### src/sv/scl_pkg.sv
`default_nettype none
package scl_pkg;

    localparam int TAPS             = 16;
    localparam int SINE_TABLE_DEPTH = 1024;

    localparam int TAP_W   = (TAPS > 1) ? $clog2(TAPS) : 1;
    localparam int CNT_W   = $clog2(TAPS + 1);
    localparam int IDX_W   = $clog2(SINE_TABLE_DEPTH);
    localparam int QUARTER = SINE_TABLE_DEPTH / 4;
    localparam int QIDX_W  = $clog2(QUARTER + 1);

    // datapath widths
    localparam int ACC_W = 40 + TAP_W + 1;
    localparam int E_W   = ACC_W - 19;
    localparam int GP_W  = E_W + 33;
    localparam int G_W   = GP_W - 16;
    localparam int D_W   = G_W + 16;
    localparam int DL_W  = D_W - 25;
    localparam int S_W   = DL_W + 1;

    localparam logic [15:0] ONE_PERCENT_Q16 = 16'd655;

    typedef enum logic [2:0] {
        REG_STEP_SIZE   = 3'd0,
        REG_PHASE_STEP  = 3'd1,
        REG_ALPHA       = 3'd2,
        REG_THRESHOLD   = 3'd3,
        REG_LEAK        = 3'd4,
        REG_LIMIT       = 3'd5,
        REG_TAPS        = 3'd6
    } reg_idx_t;

    typedef struct packed {
        logic [15:0] step_size;
        logic [15:0] phase_step;
        logic [15:0] energy_alpha;
        logic [30:0] quiet_threshold;
        logic [15:0] leak_factor;
        logic [22:0] coeff_limit;
        logic [4:0]  taps_in_use;
    } cfg_t;

    typedef struct packed {
        logic load;
        logic en1;
        logic en2;
        logic en3;
        logic fil_s;
        logic fil_m;
        logic fil_a;
        logic err1;
        logic err2;
        logic err3;
        logic up_s;
        logic up_m;
        logic up_w;
        logic fin;
    } cmd_t;

    typedef struct packed {
        logic last_tap;
        logic no_taps;
        logic out_free;
    } status_t;

    typedef logic [15:0] qsine_t [0:QUARTER];

    localparam longint unsigned Q30_ONE = 64'd1073741824;
    localparam longint unsigned SIN_C1  = 64'd1686629713;
    localparam longint unsigned SIN_C3  = 64'd693598670;
    localparam longint unsigned SIN_C5  = 64'd85569306;
    localparam longint unsigned SIN_C7  = 64'd5026995;
    localparam longint unsigned SIN_C9  = 64'd172272;

    function automatic longint unsigned quarter_sine(longint unsigned u);
        longint unsigned u2;
        longint unsigned r;
        u2 = (u * u) >> 30;
        r  = SIN_C9;
        r  = SIN_C7 - ((u2 * r) >> 30);
        r  = SIN_C5 - ((u2 * r) >> 30);
        r  = SIN_C3 - ((u2 * r) >> 30);
        r  = SIN_C1 - ((u2 * r) >> 30);
        return (u * r) >> 30;
    endfunction

    function automatic qsine_t build_qsine();
        qsine_t t;
        longint unsigned u;
        longint unsigned s;
        for (int j = 0; j <= QUARTER; j++) begin
            u = (longint'(j) * 4 * Q30_ONE) / SINE_TABLE_DEPTH;
            s = (quarter_sine(u) + 64'd16384) >> 15;
            if (s > 64'd32767) begin
                s = 64'd32767;
            end
            t[j] = s[15:0];
        end
        return t;
    endfunction

    localparam qsine_t QSINE = build_qsine();

endpackage
`default_nettype wire

### src/sv/scl_ctrl.sv
`default_nettype none
module scl_ctrl
    import scl_pkg::*;
(
    input  wire logic    aclk,
    input  wire logic    aresetn,
    input  wire logic    s_tvalid,
    output logic         s_tready,
    input  wire status_t status,
    output cmd_t         cmd
);

    typedef enum logic [13:0] {
        ST_IDLE  = 14'b00000000000001,
        ST_EN1   = 14'b00000000000010,
        ST_EN2   = 14'b00000000000100,
        ST_EN3   = 14'b00000000001000,
        ST_FIL_S = 14'b00000000010000,
        ST_FIL_M = 14'b00000000100000,
        ST_FIL_A = 14'b00000001000000,
        ST_ERR1  = 14'b00000010000000,
        ST_ERR2  = 14'b00000100000000,
        ST_ERR3  = 14'b00001000000000,
        ST_UP_S  = 14'b00010000000000,
        ST_UP_M  = 14'b00100000000000,
        ST_UP_W  = 14'b01000000000000,
        ST_FIN   = 14'b10000000000000
    } state_t;

    state_t state_reg, state_next;

    always_comb begin
        state_next = state_reg;
        unique case (state_reg)
            ST_IDLE:  if (s_tvalid) state_next = ST_EN1;
            ST_EN1:   state_next = ST_EN2;
            ST_EN2:   state_next = ST_EN3;
            ST_EN3:   state_next = status.no_taps ? ST_ERR1 : ST_FIL_S;
            ST_FIL_S: state_next = ST_FIL_M;
            ST_FIL_M: state_next = ST_FIL_A;
            ST_FIL_A: state_next = status.last_tap ? ST_ERR1 : ST_FIL_S;
            ST_ERR1:  state_next = ST_ERR2;
            ST_ERR2:  state_next = ST_ERR3;
            ST_ERR3:  state_next = status.no_taps ? ST_FIN : ST_UP_S;
            ST_UP_S:  state_next = ST_UP_M;
            ST_UP_M:  state_next = ST_UP_W;
            ST_UP_W:  state_next = status.last_tap ? ST_FIN : ST_UP_S;
            ST_FIN:   if (status.out_free) state_next = ST_IDLE;
            default:  state_next = ST_IDLE;
        endcase
    end

    always_ff @(posedge aclk) begin
        if (!aresetn) begin
            state_reg <= ST_IDLE;
        end else begin
            state_reg <= state_next;
        end
    end

    assign s_tready  = (state_reg == ST_IDLE);
    assign cmd.load  = (state_reg == ST_IDLE) && s_tvalid;
    assign cmd.en1   = (state_reg == ST_EN1);
    assign cmd.en2   = (state_reg == ST_EN2);
    assign cmd.en3   = (state_reg == ST_EN3);
    assign cmd.fil_s = (state_reg == ST_FIL_S);
    assign cmd.fil_m = (state_reg == ST_FIL_M);
    assign cmd.fil_a = (state_reg == ST_FIL_A);
    assign cmd.err1  = (state_reg == ST_ERR1);
    assign cmd.err2  = (state_reg == ST_ERR2);
    assign cmd.err3  = (state_reg == ST_ERR3);
    assign cmd.up_s  = (state_reg == ST_UP_S);
    assign cmd.up_m  = (state_reg == ST_UP_M);
    assign cmd.up_w  = (state_reg == ST_UP_W);
    assign cmd.fin   = (state_reg == ST_FIN);

endmodule
`default_nettype wire

### config.mk
export PLATFORM = sky130hd
export DESIGN_NAME = scl_ctrl
export DESIGN_NICKNAME = d
export VERILOG_FILES = /design/src/sv/scl_pkg.sv /design/src/sv/scl_ctrl.sv
export SDC_FILE = /design/constraint.sdc
export NUM_CORES = 1
export LEC_CHECK = 0
export BUFFER_PORTS_ARGS = -buffer_cell sky130_fd_sc_hd__clkbuf_2
export CORE_ASPECT_RATIO = 1.1
export CORE_MARGIN = 1
export CORE_UTILIZATION = 46
export DETAILED_ROUTE_END_ITERATION = 7
export PLACE_DENSITY = 0.73
export SYNTH_ARGS = -nofsm -noshare
export SYNTH_HDL_FRONTEND = slang
export SYNTH_SLANG_ARGS = --single-unit
### constraint.sdc
create_clock -name aclk -period 1.9 [get_ports aclk]
set_input_delay 0.19 -clock aclk [delete_from_list [all_inputs] [get_ports aclk]]
set_output_delay 0.19 -clock aclk [all_outputs]
set_load 0.005 [all_outputs]
==> results of run 1 <==
==> cells in the final DEF (no fill, tap or decap), drive strengths merged, types with 2 or more instances in the layout <==
cell type	Yosys	layout
a21o	1	2
a21oi	2	2
and3	11	11
and4b	3	3
buf	2	35
clkbuf	2	19
dfxtp	14	14
nand2	9	9
nand2b	3	3
nand3	3	3
nor2	8	8
nor2b	2	2
nor3	11	11
nor4	3	3
nor4b	2	2
o21ai	2	2
or3	4	4
or4	5	5
or4b	3	3
xor2	3	3
==> cell type report <==
| type | count | area (µm²) | share of cell area |
|---|---|---|---|
| clock buffers | 4 | 36.3 | 0.0245 |
| multi-input cells | 87 | 793 | 0.535 |
| flip-flops and latches | 14 | 287 | 0.193 |
| well taps | 17 | 21.3 | 0.0144 |
| repair buffers | 50 | 344 | 0.232 |
==> cells by family after synthesis <==
kind of cell / count (synthesis) / synth area share
xor+xnor: 4 / 0.0411
compound gates: 11 / 0.0867
simple gates: 71 / 0.515
flops: 14 / 0.329
buf+inv: 4 / 0.0279
==> layer usage <==
layer / GRT usage / up-vias / routed length (µm)
li1: - / 508 / -
met1: 0.388 / 543 / 1400
met2: 0.588 / 106 / 1860
met3: 0.0769 / 27 / 433
met4: 0.176 / 0 / 180
met5: 0 / - / 0
==> worst register-to-register path, delay by kind of cell, from the launching register on <==
| kind | cells | cell delay (ps) |
|---|---|---|
| flip-flops | 1 | 330 |
| AO/OA/AOI/OAI | 1 | 240 |
| AND/OR/NAND/NOR | 4 | 1240 |
| buffers and inverters | 1 | 170 |
==> power groups by stage <==
stage	Combinational (mW)	Clock, mW	Sequential [mW]
2_1_floorplan	0.118	0	0.324
4_1_cts	0.282	0.224	0.314
5_1_grt	0.349	0.244	0.319
6_report	0.338	0.227	0.318
3_5_place_dp	0.194	0	0.318
3_3_place_gp	0.190	0	0.318
==> how the worst min path moves through the flow <==
stage | start | end | slack (ps) | depth (start not counted)
after global routing | s_tvalid | state_reg[1] | 160 | 2
after detailed placement | s_tvalid | state_reg[1] | 450 | 2
final | s_tvalid | state_reg[1] | 160 | 2
after floorplan | aresetn | state_reg[5] | 340 | 1
after CTS | s_tvalid | state_reg[1] | 160 | 2
after global placement | s_tvalid | state_reg[1] | 450 | 2
==> repair_timing <==
action / in CTS / in global routing
hold buffers: 0 / 0
buffers inserted: 8 / 6
cloned: 1 / 0
gates resized for setup: 38 / 23
endpoints found under the setup margin: 27 / 28
pin swaps: 16 / 8
==> through the flow <==
step           worst slack (ps)  hold slack [ps]  instance area, µm²  total power, mW  setup TNS (ps)
6_report                   -367              156                1480            0.883           -4350
5_1_grt                    -451              164                1480            0.912           -5510
4_1_cts                    -293              156                1370            0.820           -2450
3_5_place_dp               -124              455                1080            0.512            -361
3_3_place_gp              -69.8              448                1080            0.509            -176
2_1_floorplan             -31.8              336                 862            0.441           -40.0
==> run metrics, run 1 <==
Cell variety after synth=37; clock skew=5.82 ps; Core ar.=1650 µm²; CTS root buf=clkbuf_4; final worst-path cycle share=1.19; P_sw=0.298 mW; Final Util=0.897; Synth Register Bits=14; row cnt=15; critical path capture point=cmd[7]; commonest cells in the synthesized netlist=14 x dfxtp_1, 11 x nor3_1, 10 x and3_1; startpoint types=register; Synth top area share=0.329; cell mode on critical path=buf_4; initial core utilization=0.516; vias in the first global route=996; clock-pin slew on the worst setup and hold paths=100 ps; worst-skew pair later-pin latency=290 ps; Final Hold Fails=0; Crit path depth=6; worst slew pin tran=390 ps; Tot GR Track Use=0.335; Max Fclk=441 MHz; Peak VDD IR=523 µV; via count=1184; initial antenna violation count=0; final setup vio count=26; die area=2030 µm²; max reg flops=14; Avg WL per Cell=22.5 µm; reg2reg path depth=6; outcome=complete, but fails checks; count leader, synth=dfxtp_1; CP startpoint=state_reg[3]; hpwl dp=1.80 mm; Clock Tree Buf Depth=2; Final Non-Filler Cells=172; Synth area leader=dfxtp_1; Port-buffer cells=20; synth top area cells=dfxtp_1 33%, and3_1 7.3%, nor3_1 6.5%, nand2_1 4.0%, nor2_1 3.5%; sequential fraction of design power=0.360; placed cell count=154; Clk pwr share=0.257; Worst Setup End Kind=output pin; Min-Delay Path Class=in2reg; Leak=0.655 nW; DR DRC count=0; share of layout cells above drive strength 1=0.658; number of fill cells=71; htree depth=1; Final ANT Viol Nets=0; Reg2Reg Launch Point=state_reg[3]; DIE WIDTH=43.0 µm; RR Endpoint=state_reg[0]; grt ovf=0; worst rel slew slack=0.738; largest net degree at the start of global routing=11; gpl congestion=0.906; final net count=162; Post-synth EDFFs=0; Avg Vias per Cell=6.88; crit path max fanout=4; buffers and inverters on the worst path=3; maxcap violations=0; post-synthesis sequential area ratio=0.329; Area Overhead vs Synth=73.9%; ys flop type=dfxtp_1; Net Sw Frac=0.337; Worst EP arrival=2080 ps; drt total wl=3.88 mm; io pins=21; yosys warns=0; Final WS setup=-367 ps; post-route minimum period=2270 ps; asr flop ratio synth=0; die height=47.1 µm; Detailed Routing Iterations Pass 1=6; cells after synthesis=104; violated checks=negative setup slack; pwr/cell area=596 nW/µm²; CP peak stage delay=550 ps; cells along the critical path=or4_4 -> buf_4 -> nor3_2 -> buf_4 -> and4b_1 -> clkbuf_2; Initial DRC Count=90; critical path type=reg2out; CP delay by family, top=simple AND/OR/NAND/NOR gates; synthesized area per cell=8.19 µm²; CP Data Required Time=1710 ps; CTS buffer count=3; clock tree sinks=14; global-route wire length before repair=4.75 mm; syn_nets=110; Internal=0.585 mW; post-synthesis cell area=852 µm²; register-to-register setup slack=-180 ps; unrepaired setup endpoints after global routing=yes; max-slew violation count=0; Diodes inserted=0; TritonCTS clock tree=done; combinational share of power=0.383; CP max stage cell=or4_4
Power figures use the tool's default switching activity.
==> inputs of run 2 (changes only) <==
Settings changed: ABC_AREA set to 1, CORE_UTILIZATION 46 to 47.
==> run metrics, run 2 <==
outcome=finished clean; Worst EP arrival=1450 ps (-630 ps); Synth top area share=0.291 (-0.0380); Tot Pwr=0.657 mW (-26%); io pins=21 (unchanged); final hold slack=209 ps (+52.2 ps); Initial DRC Count=15 (-83%); clock skew=5.77 ps (-0.0504 ps); P_sw=0.224 mW (-25%); commonest cells after routing, fill and taps aside=31 x nand2_1, 29 x inv_1, 22 x nor2_1; Clock Tree Buf Depth=2 (unchanged); row cnt=16 (+1); Final Hold Fails=0 (unchanged); final setup vio count=0 (-100%); initial antenna violation count=0 (unchanged); met2 usage=0.341 (-0.247); Internal=0.433 mW (-26%); largest net degree at the start of global routing=14 (+3); worst-skew pair later-pin latency=290 ps (about the same); critical path type=reg2out; final worst-path cycle share=0.863 (-0.330); combinational share of power=0.260 (-0.123); Tot GR Track Use=0.206 (-0.129); global-route wire length before repair=3.43 mm (-28%); clock-pin slew on the worst setup and hold paths=90 ps (about the same); Avg WL per Cell=10.0 µm (-56%); synthesized area per cell=6.55 µm² (-20%); vias in the first global route=871 (-13%); sequential fraction of design power=0.475 (+0.115); Synth Register Bits=14 (unchanged); CTS root buf=clkbuf_4; Max Fclk=610 MHz (+38%); Detailed Routing Iterations Pass 1=4 (-2); Avg Vias per Cell=4.67 (-32%); ys flop type=dfxtp_1; max reg flops=14 (unchanged); CP Data Required Time=1710 ps (about the same); met3 Use GR=0.0366 (-0.0403); Post-synth EDFFs=0 (unchanged); gpl congestion=0.825 (-8.9%); post-synthesis sequential area ratio=0.291 (-0.0380); TNS Setup=0 ps (+4350 ps); grt ovf=0 (unchanged); via count=911 (-23%); post-route cell area=1100 µm² (-25%); DIE WIDTH=45.2 µm (+5.0%); Cell variety after synth=23 (-38%); Leak=0.678 nW (+3.6%); cells after synthesis=147 (+41%); most common cell after layout, fill and taps aside=nand2_1; Clk pwr share=0.265 (+0.008); GRT busiest layer=met2; Hold-fix buffers, CTS=0 (unchanged); Min-Delay Path Class=in2reg; pwr/cell area=595 nW/µm² (-0.20%); Final ANT Viol Nets=0 (unchanged); syn_nets=153 (+39%); CTS buffer count=3 (unchanged); post-route minimum period=1640 ps (-626 ps); final net count=176 (+8.6%); share of layout cells above drive strength 1=0.292 (-0.366); yosys warns=0 (unchanged); Worst Setup End Kind=output pin; Diodes inserted=0 (unchanged); Post-CTS Setup Bufs=0 (-8); asr flop ratio synth=0 (unchanged); TritonCTS clock tree=done; initial core utilization=0.517 (+0.00156); DR DRC count=0 (unchanged); max-slew violation count=0 (unchanged); clock tree sinks=14 (unchanged); count leader, synth=nand2_1; PostCTS Resize Cnt=0 (-100%); synth top area cells=dfxtp_1 29%, nand2_1 12%, inv_1 11%, nor2_1 8.6%, nand3_1 6.2%; worst rel slew slack=0.822 (+0.0836); met1 Resource Use GR=0.250 (-0.138); unrepaired setup endpoints after global routing=no; Peak VDD IR=380 µV (-27%); Port-buffer cells=20 (unchanged); Synth area leader=dfxtp_1; die height=49.5 µm (+5.0%); Core ar.=1860 µm² (+13%); commonest cells in the synthesized netlist=31 x nand2_1, 29 x inv_1, 22 x nor2_1; die area=2240 µm² (+10%); startpoint types=register; hpwl dp=1.57 mm (-13%); Final Util=0.593 (-0.304); post-synthesis cell area=963 µm² (+13%); crit path max fanout=9 (+5); drt total wl=1.96 mm (-50%); worst slew pin tran=267 ps (-122 ps); Net Sw Frac=0.340 (+0.00320); htree depth=1 (unchanged); placed instance area=1080 µm² (+0.12%); maxcap violations=0 (unchanged); Area Overhead vs Synth=14.7%
==> run 2: cell types whose count changed after synthesis, sizes merged, moves of 4 or more <==
cell,change
or3,-4
nor2,+25
nand2,+27
nand3,+12
inv,+34
nor3,-8
or4,-5
and3,-8
==> run 2: critical path, stage by stage, from the launching register on <==
cell	delay, ps
dfxtp_1	350
nor2_2	170
nand2_2	130
nor2_8	180
nand2_1	130
nor2_1	100
clkbuf_2	110
==> run 2: power by group through the flow <==
stage / combinational [mW] / sequential, mW / clock [mW]
floorplan: 0.140 / 0.317 / 0
global placement: 0.167 / 0.318 / 0
detailed placement: 0.170 / 0.319 / 0
CTS: 0.171 / 0.312 / 0.173
global route: 0.190 / 0.313 / 0.193
finish: 0.171 / 0.312 / 0.174
==> run 2: cells by family (layout without fill, tap and decap cells) <==
| kind of cell | count (synthesis) | in the layout | share of synthesized area |
|---|---|---|---|
| DFF | 14 | 14 | 0.291 |
| and+or+nand+nor | 91 | 91 | 0.509 |
| AOI/OAI and AO/OA | 6 | 6 | 0.0520 |
| buffers and inverters | 36 | 57 | 0.148 |
==> run 2: path summary, 6_finish.rpt <==
kind	start	end	slack, ps	depth (start not counted)
max	state_reg[10]	cmd[13]	260	6
min	s_tvalid	state_reg[1]	210	3
max reg2reg	state_reg[10]	state_reg[10]	500	7
min reg2reg	state_reg[10]	state_reg[11]	650	4
==> run 2: area by class of cell <==
class / instances / area, µm²
tap: 27 / 33.8
multi-input combinational: 97 / 541
sequential: 14 / 280
clock buffer: 3 / 22.5
inverter: 34 / 128
timing repair buffer: 20 / 100
fill: 182 / 757
==> run 2: per-layer routing <==
metal  vias to the layer above  share of wire
met5                         -              0
met4                         0          0.016
met3                         5          0.058
met2                        25           0.47
met1                       398           0.46
li1                        483              -
==> run 2: per-stage QoR <==
| step | std cells | setup slack, ps |
|---|---|---|
| floorplan | 147 | 645 |
| CTS | 195 | 252 |
| global route | 195 | 94.0 |
| finish | 195 | 259 |
| global placement | 192 | 515 |
| detailed placement | 192 | 513 |
==> inputs of run 3 (changes only) <==
--- a/config.mk
+++ b/config.mk
@@ -11,5 +11,5 @@
 export CORE_MARGIN = 1
-export CORE_UTILIZATION = 47
+export CORE_UTILIZATION = 44
 export DETAILED_ROUTE_END_ITERATION = 7
-export PLACE_DENSITY = 0.73
+export PLACE_DENSITY = 0.69
 export SYNTH_ARGS = -nofsm -noshare
==> constraint.sdc (replaced) <==
create_clock -name aclk -period 1.9 [get_ports aclk]
set_input_delay 0.285 -clock aclk [delete_from_list [all_inputs] [get_ports aclk]]
set_output_delay 0.285 -clock aclk [all_outputs]
set_load 0.005 [all_outputs]
==> run metrics, run 3 (synthesis gave the netlist of run 2 again) <==
Final ANT Viol Nets=0 (unchanged); share of layout cells above drive strength 1=0.296 (+0.00419); pwr/cell area=636 nW/µm² (+6.9%); Detailed Routing Iterations Pass 1=4 (unchanged); Avg WL per Cell=10.5 µm (+4.8%); cells along the critical path=nor2_2 -> nand2_1 -> nor3_1 -> nand2_1 -> inv_1 -> clkbuf_2; Initial DRC Count=8 (-7); grt ovf=0 (unchanged); DIE WIDTH=46.6 µm (+3.2%); crit path max fanout=3 (-6); combinational share of power=0.240 (-0.020); Area Overhead vs Synth=16.2%; worst rel slew slack=0.821 (-0.000881); Port-buffer cells=20 (unchanged); Peak VDD IR=369 µV (-2.8%); Leak=0.685 nW (+1.1%); P_sw=0.235 mW (+5.2%); commonest cells after routing, fill and taps aside=31 x nand2_1, 29 x inv_1, 22 x nor2_1; Final WS setup=135 ps (-125 ps); initial antenna violation count=0 (unchanged); die area=2380 µm² (+6.5%); most common cell after layout, fill and taps aside=nand2_1; CP peak stage delay=340 ps (about the same); Max Fclk=566 MHz (-7.1%); final worst-path cycle share=0.929 (+0.0657); TritonCTS clock tree=done; cell mode on critical path=nand2_1; Final Hold Fails=0 (unchanged); Tot GR Track Use=0.204 (-0.00151); PostCTS Resize Cnt=0 (unchanged); Internal=0.477 mW (+10%); vias in the first global route=887 (+1.8%); sequential fraction of design power=0.438 (-0.037); pre-CTS WS=466 ps (-47.4 ps); Clk pwr share=0.321 (+0.056); Min-Delay Path Class=in2reg; htree depth=1 (unchanged); final setup vio count=0 (unchanged); Clock Tree Buf Depth=2 (unchanged); row cnt=17 (+1); worst-skew pair later-pin latency=300 ps (about the same); TNS Setup=0 ps (unchanged); max reg flops=14 (unchanged); Post-CTS Setup Bufs=0 (unchanged); Hold-fix buffers, CTS=0 (unchanged); largest net degree at the start of global routing=14 (unchanged); worst slew pin tran=266 ps (-0.729 ps); CP Data Required Time=1620 ps (-90 ps); clock-pin slew on the worst setup and hold paths=90 ps (about the same); gpl congestion=0.815 (-1.3%); die height=51.1 µm (+3.2%); Core ar.=2040 µm² (+9.7%); CTS buffer count=3 (unchanged); clock skew=6.66 ps (+0.887 ps); hpwl dp=1.59 mm (+1.3%); clock tree sinks=14 (unchanged); initial core utilization=0.472 (-0.0457); maxcap violations=0 (unchanged); global-route wire length before repair=3.52 mm (+2.6%); startpoint types=register; Worst EP arrival=1480 ps (+30 ps); post-route minimum period=1770 ps (+125 ps); outcome=finished clean; io pins=21 (unchanged); Worst Setup End Kind=output pin; max-slew violation count=0 (unchanged); CP max stage cell=dfxtp_1; via count=928 (+1.9%); Avg Vias per Cell=4.71 (+0.83%); unrepaired setup endpoints after global routing=no; critical path type=reg2out; drt total wl=2.07 mm (+5.8%); final net count=176 (unchanged); Diodes inserted=0 (unchanged); Net Sw Frac=0.330 (-0.0101); DR DRC count=0 (unchanged); CTS root buf=clkbuf_4
==> run 3: cell types whose count changed in the layout (fill, tap and decap cells not counted) <==
| cell | change |
|---|---|
| clkbuf_8 | +1 |
==> run 3: final timing paths <==
kind / end / from / cells past startpoint / slack (ps)
setup / recovery: cmd[4] / state_reg[10] / 6 / 130
hold / removal: state_reg[1] / s_tvalid / 3 / 300
hold reg to reg: state_reg[11] / state_reg[10] / 4 / 640
setup reg to reg: state_reg[4] / state_reg[8] / 7 / 470
==> run 3: critical path, delay by kind of cell (launching register included) <==
kind / cells / cell delay, ps
buf+inv: 2 / 200
flops: 1 / 340
simple gates: 4 / 640
==> run 3: layout make-up <==
cell class | instances | area (µm²)
inverters | 34 | 128
flip-flops and latches | 14 | 280
fillers | 231 | 922
well taps | 28 | 35.0
repair buffers | 20 | 100
clock buffers | 4 | 36.3
multi-input cells | 97 | 541
==> run 3: through the flow <==
step	util	power (mW)	instance area, µm²	instances	hold WS [ps]
final	0.548	0.712	1120	197	296
after detailed placement	0.531	0.490	1080	193	612
after CTS	0.548	0.710	1120	197	310
after global placement	0.531	0.487	1080	193	597
after floorplan	-	0.456	963	147	438
after global routing	0.548	0.743	1120	197	310
==> run 3: routing by layer <==
layer  share of wire  routed length (µm)  GRT usage
met1            0.44                 908      0.235
met2            0.49                1020      0.347
met3           0.044                  91     0.0318
met4           0.022                  46      0.110
met5               0                   0          0
==> run 3: power by group through the flow <==
stage	clock network, mW	registers (mW)	logic, mW
after floorplan	0	0.317	0.140
after global placement	0	0.318	0.169
after detailed placement	0	0.319	0.171
after CTS	0.226	0.312	0.172
after global routing	0.238	0.313	0.192
final	0.229	0.312	0.171
